==> src/design/slwd_pkg.sv <==
// ----------------------------------------------------------------------------
// slwd_pkg
// Shared types and constants of the sharded loop work dispatcher.
// ----------------------------------------------------------------------------
package slwd_pkg;

  localparam int MAX_SHARD_COUNT_DEF = 8;

  localparam int DATA_W   = 32;
  localparam int WORKER_W = 10;
  localparam int PORT_SHARD_W = 3;
  localparam int DEGREE_W = 11;
  localparam int CFG_IDX_W = 1;
  localparam int STEP_W   = 6;

  localparam logic OP_BEGIN = 1'b0;
  localparam logic OP_CLAIM = 1'b1;

  localparam logic [CFG_IDX_W-1:0] CFG_TOTAL  = 1'b0;
  localparam logic [CFG_IDX_W-1:0] CFG_DEGREE = 1'b1;

  typedef struct packed {
    logic              start;
    logic [DATA_W-1:0] dividend;
    logic [DATA_W-1:0] divisor;
    logic [STEP_W-1:0] steps;
  } div_req_t;

  typedef struct packed {
    logic              done;
    logic [DATA_W-1:0] quo;
    logic [DATA_W-1:0] rem;
  } div_rsp_t;

  typedef struct packed {
    logic [DATA_W:0]   pos;
    logic [DATA_W-1:0] stop;
  } shard_ent_t;

endpackage

==> src/design/slwd_div.sv <==
// ----------------------------------------------------------------------------
// slwd_div
// Restoring divider, one quotient bit per cycle, run for a chosen number of
// steps starting from the top bit of the dividend.
// ----------------------------------------------------------------------------
module slwd_div (
  input  logic               clk,
  input  logic               rst_n,
  input  slwd_pkg::div_req_t req,
  output slwd_pkg::div_rsp_t rsp
);
  import slwd_pkg::*;

  logic                busy_r;
  logic                done_r;
  logic [STEP_W-1:0]   cnt_r;
  logic [DATA_W-1:0]   dvd_r;
  logic [DATA_W-1:0]   dsr_r;
  logic [DATA_W-1:0]   rem_r;
  logic [DATA_W-1:0]   quo_r;
  logic [DATA_W:0]     trial;
  logic                fits;

  assign trial = {rem_r, dvd_r[DATA_W-1]};
  assign fits  = trial >= {1'b0, dsr_r};

  always_ff @(posedge clk) begin
    if (!rst_n) begin
      busy_r <= 1'b0;
      done_r <= 1'b0;
      cnt_r  <= '0;
    end else begin
      done_r <= 1'b0;
      if (req.start) begin
        busy_r <= 1'b1;
        cnt_r  <= req.steps;
      end else if (busy_r) begin
        cnt_r <= cnt_r - 1'b1;
        if (cnt_r == STEP_W'(1)) begin
          busy_r <= 1'b0;
          done_r <= 1'b1;
        end
      end
    end
  end

  always_ff @(posedge clk) begin
    if (req.start) begin
      dvd_r <= req.dividend;
      dsr_r <= req.divisor;
      rem_r <= '0;
      quo_r <= '0;
    end else if (busy_r) begin
      dvd_r <= {dvd_r[DATA_W-2:0], 1'b0};
      quo_r <= {quo_r[DATA_W-2:0], fits};
      if (fits) begin
        rem_r <= DATA_W'(trial - {1'b0, dsr_r});
      end else begin
        rem_r <= trial[DATA_W-1:0];
      end
    end
  end

  assign rsp.done = done_r;
  assign rsp.quo  = quo_r;
  assign rsp.rem  = rem_r;

endmodule

==> src/design/sharded_loop_work_dispatcher_core.sv <==
// ----------------------------------------------------------------------------
// sharded_loop_work_dispatcher_core
// Splits a loop's iteration space into shards on begin and hands out blocks
// of iterations to workers on claim.
// ----------------------------------------------------------------------------
// One request is handled at a time; in_ready is high only while the
// sequencer is idle, and a finished result waits in the output register
// without holding off the next request. A begin runs two 32-step divisions
// on the shared restoring divider, one multiply state and a fill sweep over
// all MAX_SHARD_COUNT entries of the shard table. A claim runs a 10-step
// division for the home shard, a 3-step one when it starts at its current
// shard, then a table read and a check for each shard visited. A result that
// finds the output register still full holds the sequencer until out_ready.
// The shard table is cleared by reset through per-entry valid bits.
module sharded_loop_work_dispatcher_core #(
  parameter int MAX_SHARD_COUNT = slwd_pkg::MAX_SHARD_COUNT_DEF
) (
  input  logic                                clk,
  input  logic                                rst_n,
  input  logic                                cfg_we,
  input  logic [slwd_pkg::CFG_IDX_W-1:0]      cfg_index,
  input  logic [slwd_pkg::DATA_W-1:0]         cfg_data,
  input  logic                                in_valid,
  output logic                                in_ready,
  input  logic                                in_operation,
  input  logic [slwd_pkg::WORKER_W-1:0]       in_worker_index,
  input  logic [slwd_pkg::PORT_SHARD_W-1:0]   in_current_shard,
  input  logic                                in_start_at_home,
  input  logic [slwd_pkg::DATA_W-1:0]         in_claim_size,
  output logic                                out_valid,
  input  logic                                out_ready,
  output logic                                out_granted,
  output logic [slwd_pkg::DATA_W-1:0]         out_range_start,
  output logic [slwd_pkg::DATA_W-1:0]         out_range_end,
  output logic [slwd_pkg::PORT_SHARD_W-1:0]   out_next_shard,
  output logic [slwd_pkg::PORT_SHARD_W-1:0]   out_home_shard
);
  import slwd_pkg::*;

  localparam int SW = (MAX_SHARD_COUNT > 1) ? $clog2(MAX_SHARD_COUNT) : 1;
  localparam int CW = $clog2(MAX_SHARD_COUNT + 1);
  localparam logic [CW-1:0] MAX_C = CW'(MAX_SHARD_COUNT);
  localparam logic [SW-1:0] LAST_IDX = SW'(MAX_SHARD_COUNT - 1);

  localparam logic [3:0] S_IDLE = 4'd0;
  localparam logic [3:0] S_DIV1 = 4'd1;
  localparam logic [3:0] S_DIV2 = 4'd2;
  localparam logic [3:0] S_MUL  = 4'd3;
  localparam logic [3:0] S_FILL = 4'd4;
  localparam logic [3:0] S_HOME = 4'd5;
  localparam logic [3:0] S_CUR  = 4'd6;
  localparam logic [3:0] S_RD   = 4'd7;
  localparam logic [3:0] S_CHK  = 4'd8;
  localparam logic [3:0] S_DONE = 4'd9;

  logic [3:0]          state_r, state_nxt;
  logic [DATA_W-1:0]   total_r;
  logic [DEGREE_W-1:0] degree_r;
  logic [CW-1:0]       count_r;
  logic [MAX_SHARD_COUNT-1:0] vld_r;

  logic                at_home_r;
  logic [PORT_SHARD_W-1:0] cur_r;
  logic [DATA_W-1:0]   size_r;
  logic [DATA_W-1:0]   quo2_r;
  logic [DATA_W-1:0]   per_r;
  logic [DATA_W-1:0]   acc_r;
  logic [SW-1:0]       fill_idx_r;
  logic [SW-1:0]       home_r;
  logic [SW-1:0]       shard_r;

  logic                res_granted_r;
  logic [DATA_W-1:0]   res_start_r;
  logic [DATA_W-1:0]   res_end_r;
  logic [SW-1:0]       res_next_r;
  logic [SW-1:0]       res_home_r;
  logic                out_valid_r;

  shard_ent_t          shard_mem [MAX_SHARD_COUNT];
  shard_ent_t          rd_ent_r;
  logic                rd_vld_r;
  logic                mem_we;
  logic [SW-1:0]       mem_waddr;
  shard_ent_t          mem_wdata;

  div_req_t            div_req;
  div_rsp_t            div_rsp;

  logic [CW-1:0]       cnt_blk;
  logic [CW-1:0]       cnt_new;
  logic [DEGREE_W-1:0] deg_eff;
  logic [CW-1:0]       fill_p1;
  logic [CW-1:0]       shard_p1;
  logic [SW-1:0]       shard_wrap;
  logic [DATA_W:0]     chk_pos;
  logic [DATA_W-1:0]   chk_stop;
  logic [DATA_W:0]     chk_sum;
  logic                chk_hit;
  logic                in_acc;
  logic [DATA_W-1:0]   in_size;

  slwd_div u_div (
    .clk   (clk),
    .rst_n (rst_n),
    .req   (div_req),
    .rsp   (div_rsp)
  );

  assign in_ready = (state_r == S_IDLE);
  assign in_acc   = in_valid && in_ready;
  assign in_size  = (in_claim_size == '0) ? DATA_W'(1) : in_claim_size;

  always_comb begin
    deg_eff = (degree_r == '0) ? DEGREE_W'(1) : degree_r;
    if (div_rsp.quo == '0) begin
      cnt_blk = CW'(1);
    end else if (div_rsp.quo < DATA_W'(MAX_SHARD_COUNT)) begin
      cnt_blk = div_rsp.quo[CW-1:0];
    end else begin
      cnt_blk = MAX_C;
    end
    cnt_new = (DEGREE_W'(cnt_blk) > deg_eff) ? deg_eff[CW-1:0] : cnt_blk;
  end

  assign fill_p1    = CW'(fill_idx_r) + CW'(1);
  assign shard_p1   = CW'(shard_r) + CW'(1);
  assign shard_wrap = (shard_p1 == count_r) ? '0 : shard_p1[SW-1:0];

  assign chk_pos  = rd_vld_r ? rd_ent_r.pos  : '0;
  assign chk_stop = rd_vld_r ? rd_ent_r.stop : '0;
  assign chk_hit  = chk_pos < {1'b0, chk_stop};
  assign chk_sum  = chk_pos + {1'b0, size_r};

  always_comb begin
    div_req = '0;
    unique case (state_r)
      S_IDLE: begin
        if (in_acc) begin
          div_req.start   = 1'b1;
          if (in_operation == OP_BEGIN) begin
            div_req.dividend = total_r;
            div_req.divisor  = in_size;
            div_req.steps    = STEP_W'(DATA_W);
          end else begin
            div_req.dividend = {in_worker_index, (DATA_W - WORKER_W)'(0)};
            div_req.divisor  = DATA_W'(count_r);
            div_req.steps    = STEP_W'(WORKER_W);
          end
        end
      end
      S_DIV1: begin
        if (div_rsp.done) begin
          div_req.start    = 1'b1;
          div_req.dividend = div_rsp.quo;
          div_req.divisor  = DATA_W'(cnt_new);
          div_req.steps    = STEP_W'(DATA_W);
        end
      end
      S_HOME: begin
        if (div_rsp.done && !at_home_r) begin
          div_req.start    = 1'b1;
          div_req.dividend = {cur_r, (DATA_W - PORT_SHARD_W)'(0)};
          div_req.divisor  = DATA_W'(count_r);
          div_req.steps    = STEP_W'(PORT_SHARD_W);
        end
      end
      default: begin
        div_req = '0;
      end
    endcase
  end

  always_comb begin
    mem_we    = 1'b0;
    mem_waddr = shard_r;
    mem_wdata = '0;
    if (state_r == S_FILL) begin
      mem_we    = 1'b1;
      mem_waddr = fill_idx_r;
      if (CW'(fill_idx_r) < count_r) begin
        mem_wdata.pos  = {1'b0, acc_r};
        mem_wdata.stop = (fill_p1 == count_r) ? total_r : acc_r + per_r;
      end
    end else if (state_r == S_CHK && chk_hit) begin
      mem_we         = 1'b1;
      mem_wdata.pos  = chk_sum;
      mem_wdata.stop = chk_stop;
    end
  end

  always_comb begin
    state_nxt = state_r;
    unique case (state_r)
      S_IDLE: begin
        if (in_acc) begin
          state_nxt = (in_operation == OP_BEGIN) ? S_DIV1 : S_HOME;
        end
      end
      S_DIV1: begin
        if (div_rsp.done) begin
          state_nxt = S_DIV2;
        end
      end
      S_DIV2: begin
        if (div_rsp.done) begin
          state_nxt = S_MUL;
        end
      end
      S_MUL: begin
        state_nxt = S_FILL;
      end
      S_FILL: begin
        if (fill_idx_r == LAST_IDX) begin
          state_nxt = S_DONE;
        end
      end
      S_HOME: begin
        if (div_rsp.done) begin
          state_nxt = at_home_r ? S_RD : S_CUR;
        end
      end
      S_CUR: begin
        if (div_rsp.done) begin
          state_nxt = S_RD;
        end
      end
      S_RD: begin
        state_nxt = S_CHK;
      end
      S_CHK: begin
        if (chk_hit || shard_wrap == home_r) begin
          state_nxt = S_DONE;
        end else begin
          state_nxt = S_RD;
        end
      end
      S_DONE: begin
        if (!out_valid_r || out_ready) begin
          state_nxt = S_IDLE;
        end
      end
      default: begin
        state_nxt = S_IDLE;
      end
    endcase
  end

  always_ff @(posedge clk) begin
    if (!rst_n) begin
      state_r     <= S_IDLE;
      total_r     <= '0;
      degree_r    <= DEGREE_W'(1);
      count_r     <= CW'(1);
      vld_r       <= '0;
      out_valid_r <= 1'b0;
    end else begin
      state_r <= state_nxt;
      if (cfg_we) begin
        unique case (cfg_index)
          CFG_TOTAL:  total_r  <= cfg_data;
          CFG_DEGREE: degree_r <= cfg_data[DEGREE_W-1:0];
          default:    total_r  <= total_r;
        endcase
      end
      if (state_r == S_DIV1 && div_rsp.done) begin
        count_r <= cnt_new;
      end
      if (mem_we) begin
        vld_r[mem_waddr] <= 1'b1;
      end
      if (state_r == S_DONE && (!out_valid_r || out_ready)) begin
        out_valid_r <= 1'b1;
      end else if (out_ready) begin
        out_valid_r <= 1'b0;
      end
    end
  end

  always_ff @(posedge clk) begin
    if (mem_we) begin
      shard_mem[mem_waddr] <= mem_wdata;
    end
    rd_ent_r <= shard_mem[shard_r];
    rd_vld_r <= vld_r[shard_r];
  end

  always_ff @(posedge clk) begin
    if (in_acc) begin
      at_home_r     <= in_start_at_home;
      cur_r         <= in_current_shard;
      size_r        <= in_size;
      res_granted_r <= 1'b0;
      res_start_r   <= '0;
      res_end_r     <= '0;
      res_next_r    <= '0;
      res_home_r    <= '0;
    end
    if (state_r == S_DIV2 && div_rsp.done) begin
      quo2_r <= div_rsp.quo;
    end
    if (state_r == S_MUL) begin
      per_r      <= DATA_W'(quo2_r * size_r);
      acc_r      <= '0;
      fill_idx_r <= '0;
    end
    if (state_r == S_FILL) begin
      acc_r      <= acc_r + per_r;
      fill_idx_r <= fill_idx_r + 1'b1;
    end
    if (state_r == S_HOME && div_rsp.done) begin
      home_r     <= div_rsp.rem[SW-1:0];
      res_home_r <= div_rsp.rem[SW-1:0];
      if (at_home_r) begin
        shard_r <= div_rsp.rem[SW-1:0];
      end
    end
    if (state_r == S_CUR && div_rsp.done) begin
      shard_r <= div_rsp.rem[SW-1:0];
    end
    if (state_r == S_CHK) begin
      if (chk_hit) begin
        res_granted_r <= 1'b1;
        res_start_r   <= chk_pos[DATA_W-1:0];
        res_end_r     <= (chk_sum > {1'b0, chk_stop}) ? chk_stop : chk_sum[DATA_W-1:0];
        res_next_r    <= shard_r;
      end else if (shard_wrap == home_r) begin
        res_next_r <= home_r;
      end else begin
        shard_r <= shard_wrap;
      end
    end
    if (state_r == S_DONE && (!out_valid_r || out_ready)) begin
      out_granted     <= res_granted_r;
      out_range_start <= res_start_r;
      out_range_end   <= res_end_r;
      out_next_shard  <= PORT_SHARD_W'(res_next_r);
      out_home_shard  <= PORT_SHARD_W'(res_home_r);
    end
  end

  assign out_valid = out_valid_r;

endmodule
==> config.mk <==
export PLATFORM = sky130hd
export DESIGN_NAME = sharded_loop_work_dispatcher_core
export DESIGN_NICKNAME = d
export VERILOG_FILES = /design/src/design/slwd_pkg.sv /design/src/design/slwd_div.sv /design/src/design/sharded_loop_work_dispatcher_core.sv
export SDC_FILE = /design/constraint.sdc
export NUM_CORES = 2
export LEC_CHECK = 0
export ABC_CLOCK_PERIOD_IN_PS = 17300
export BUFFER_PORTS_ARGS = -buffer_cell sky130_fd_sc_hd__buf_2
export CORE_ASPECT_RATIO = 1.75
export CORE_MARGIN = 2
export CORE_UTILIZATION = 69
export DETAILED_ROUTE_END_ITERATION = 6
export GPL_TIMING_DRIVEN = 0
export PLACE_DENSITY_LB_ADDON = 0.3
export SYNTH_ARGS = -nofsm -noshare
export SYNTH_HDL_FRONTEND = slang
export SYNTH_HIERARCHICAL = 1
export SYNTH_SLANG_ARGS = --single-unit
==> constraint.sdc <==
create_clock -name clk -period 17.3 [get_ports clk]
set_input_delay 2.595 -clock clk [delete_from_list [all_inputs] [get_ports clk]]
set_output_delay 2.595 -clock clk [all_outputs]
set_load 0.02 [all_outputs]
==> run metrics <==
most frequent cells in the layout=796 x edfxtp_1, 608 x nand2_1, 453 x inv_1; DR pass1 iterations=7; vias per cell=6.77; # clock sinks=1065; relative slew slack=-2.19%; post-route ant nets=0; vias in the first global route=46753; most common cell after layout, fill and taps aside=edfxtp_1; fin crit period=10.88 ns; Avg WL per Cell=32.4 um; count of hold-fix buffers inserted at cts=0; Rows=145; Post-Syn Instances=5180; register area share after synthesis=47.1%; average size of a mapped cell=12.0 sq um; final hold vios=0; initial antenna violation count=9; startpoint types=register; Max Slew Vio Count=12; Setup CP Type=reg -> reg; reg2reg path depth=23; Worst Path Required=17.91 ns; Synth-to-Final Area Change=9.44%; CP Capture Type=register; Clock transition at path regs=0.08 ns; failing checks=design-rule violations, max-capacitance violations, max-slew violations; DIE HEIGHT=401 um; IO Pins=158; status=complete, but fails checks; synth warn=6; R2R Path Start=rd_vld_r; metal1 wirelength=64.1 mm; Layout Nets=6237; met2 WL=103 mm; IO Port Bufs=156; Post-synth ARST share=0%; worst min path class=reg -> reg; TNS Setup=0 ns; mapped cell area=62200 sq um; GRT Util Overall=47.7%; number of distinct library cells after synthesis=82; drt initial violations=5600; Slew @ Worst Pin=1.53 ns; Post-synth EDFFs=796; fmax=91.9 MHz; share of layout cells above drive strength 1=11.3%; R2R Setup Slk=6.42 ns; Post-route DRC=12; drt total wl=217 mm; r2r endpoint=res_end_r[8]; Final Cycle Share=62.9%; CTS tree=built; clk_lat worst skew=0.78 ns; full die area=92600 sq um; Max Cap Violations=2; hold path startpoint=res_start_r[24]; Arr. time, crit path=11.49 ns; clk buf depth=3; RSZ-0062 raised after global routing=false; Worst Hold Path EP=out_range_start[24]; post-CTS sizing=0; clk root buf=clkbuf_16; first-pass GRT wire length=313 mm; initial core utilization=69.7%; commonest register cell after synthesis=edfxtp_1; Core Area=89300 sq um; via count=45415; Final HPWL DP=156 mm; Met3 Wirelength=24.1 mm; die extent in x=231 um; grt ovf=0; Final Skew=0.0949 ns; GPL Wtd Cong=1.09; total CTS buffers=89; Synth Register Bits=1065; final setup fails=0; H-tree depth=3; hold depth=0; Top Layer Used=met5; CP Max Fanout=10; postcts setup bufs=0; largest net degree at the start of global routing=39
==> state kept, by name, indices dropped and copies added, names as in the netlist, 8 cells and up <==
register         flops
degree_r            11
out_range_start     32
per_r               32
u_div/dvd_r         32
rd_ent_r            65
res_end_r           32
total_r             32
u_div/rem_r         32
quo2_r              32
shard_mem          520
vld_r                8
res_start_r         32
size_r              32
out_range_end       32
u_div/dsr_r         32
u_div/quo_r         32
acc_r               32
==> layout make-up <==
| class | count | area, sq um |
|---|---|---|
| Sequential cell | 1065 | 29300 |
| Timing Repair Buffer | 176 | 1160 |
| Buffer | 284 | 1110 |
| Tap cell | 1176 | 1470 |
| Inverter | 455 | 1710 |
| Antenna cell | 7 | 17.5 |
| Clock buffer | 112 | 2410 |
| Fill cell | 5505 | 21200 |
| Clock inverter | 55 | 721 |
| Multi-Input combinational cell | 3377 | 30200 |
==> worst max path at each step <==
stage          slack (ns)          endpoint       from  cells after the start
2_1_floorplan       10.21         per_r[29]  size_r[3]                     25
3_3_place_gp         5.47  shard_mem[6][52]   rd_vld_r                     15
3_5_place_dp         8.31         per_r[31]  size_r[3]                     26
4_1_cts              8.26      res_end_r[8]   rd_vld_r                     23
5_1_grt              6.60      res_end_r[8]   rd_vld_r                     23
6_report             6.42      res_end_r[8]   rd_vld_r                     23
==> routing by layer <==
layer | global-route usage [%] | vias up
met3 | 12.6 | 1208
met1 | 50.8 | 22154
met5 | 0 | -
met4 | 43.9 | 6
met2 | 76.8 | 3520
li1 | - | 18527
==> metrics by stage <==
step	instance area (sq um)	utilization [%]	worst slack, ns	std cells	hold slack, ns
2_1_floorplan	62200	-	10.21	5181	0.400
3_3_place_gp	64400	72.2	5.47	6513	0.413
3_5_place_dp	64900	72.7	8.31	6533	0.417
4_1_cts	68000	76.2	8.26	6700	0.388
5_1_grt	68000	76.2	6.60	6700	0.400
6_report	68100	76.2	6.42	6707	0.394
==> critical path, cell delays in order, from the launching register on <==
cell	delay [ns]
dfxtp_1	0.57
clkbuf_1	0.73
clkbuf_1	1.00
and2_1	0.59
ha_1	0.33
nor3_1	0.07
a22oi_1	0.26
nand3_1	0.15
a211oi_1	0.64
o21ai_1	0.15
a211oi_1	0.43
o41ai_1	0.14
xor2_1	0.28
inv_1	0.08
ha_1	0.31
nand4_1	0.18
nor4_1	0.87
o31ai_1	0.31
a21boi_0	1.01
a21oi_1	0.15
mux2i_1	1.20
clkbuf_1	0.43
nand4_1	0.54
o211ai_2	0.23
==> synthesized netlist by cell type, types with 20 or more instances <==
| cell type | number | area share (%) |
|---|---|---|
| a211oi_1 | 20 | 0.24 |
| nor3_1 | 35 | 0.28 |
| mux4_2 | 132 | 4.8 |
| inv_1 | 454 | 2.7 |
| o21a_1 | 21 | 0.25 |
| nand3_1 | 114 | 0.92 |
| clkbuf_1 | 242 | 1.5 |
| xnor2_1 | 126 | 1.8 |
| fa_1 | 411 | 13 |
| dfxtp_1 | 269 | 8.7 |
| o21ai_0 | 51 | 0.41 |
| nor2b_1 | 20 | 0.20 |
| a21oi_1 | 172 | 1.4 |
| a22o_1 | 23 | 0.32 |
| xor2_1 | 58 | 0.82 |
| nor2_1 | 232 | 1.4 |
| ha_1 | 293 | 5.9 |
| nor4_1 | 23 | 0.23 |
| nand2b_1 | 26 | 0.26 |
| a31oi_1 | 24 | 0.24 |
| edfxtp_1 | 796 | 38 |
| mux2_2 | 98 | 1.8 |
| o211ai_2 | 20 | 0.40 |
| and3_1 | 33 | 0.33 |
| o22ai_1 | 27 | 0.27 |
| nand4_1 | 49 | 0.49 |
| and2_1 | 386 | 3.9 |
| buf_1 | 31 | 0.19 |
| mux2i_1 | 62 | 1.0 |
| nand2_1 | 608 | 3.7 |
| a21o_1 | 83 | 1.0 |
| o21ai_1 | 59 | 0.47 |
==> logic make-up after synthesis <==
family          share of synthesized area [%]
compound gates                           7.25
xor+xnor                                 2.59
fa+ha+maj                                19.1
buf+inv                                  4.53
flops                                    47.1
mux                                      7.55
other cells                           0.00603
simple gates                             11.8
Power is not shown: default switching activity piles up to over one toggle a cycle in this logic, so the estimate is an artifact.
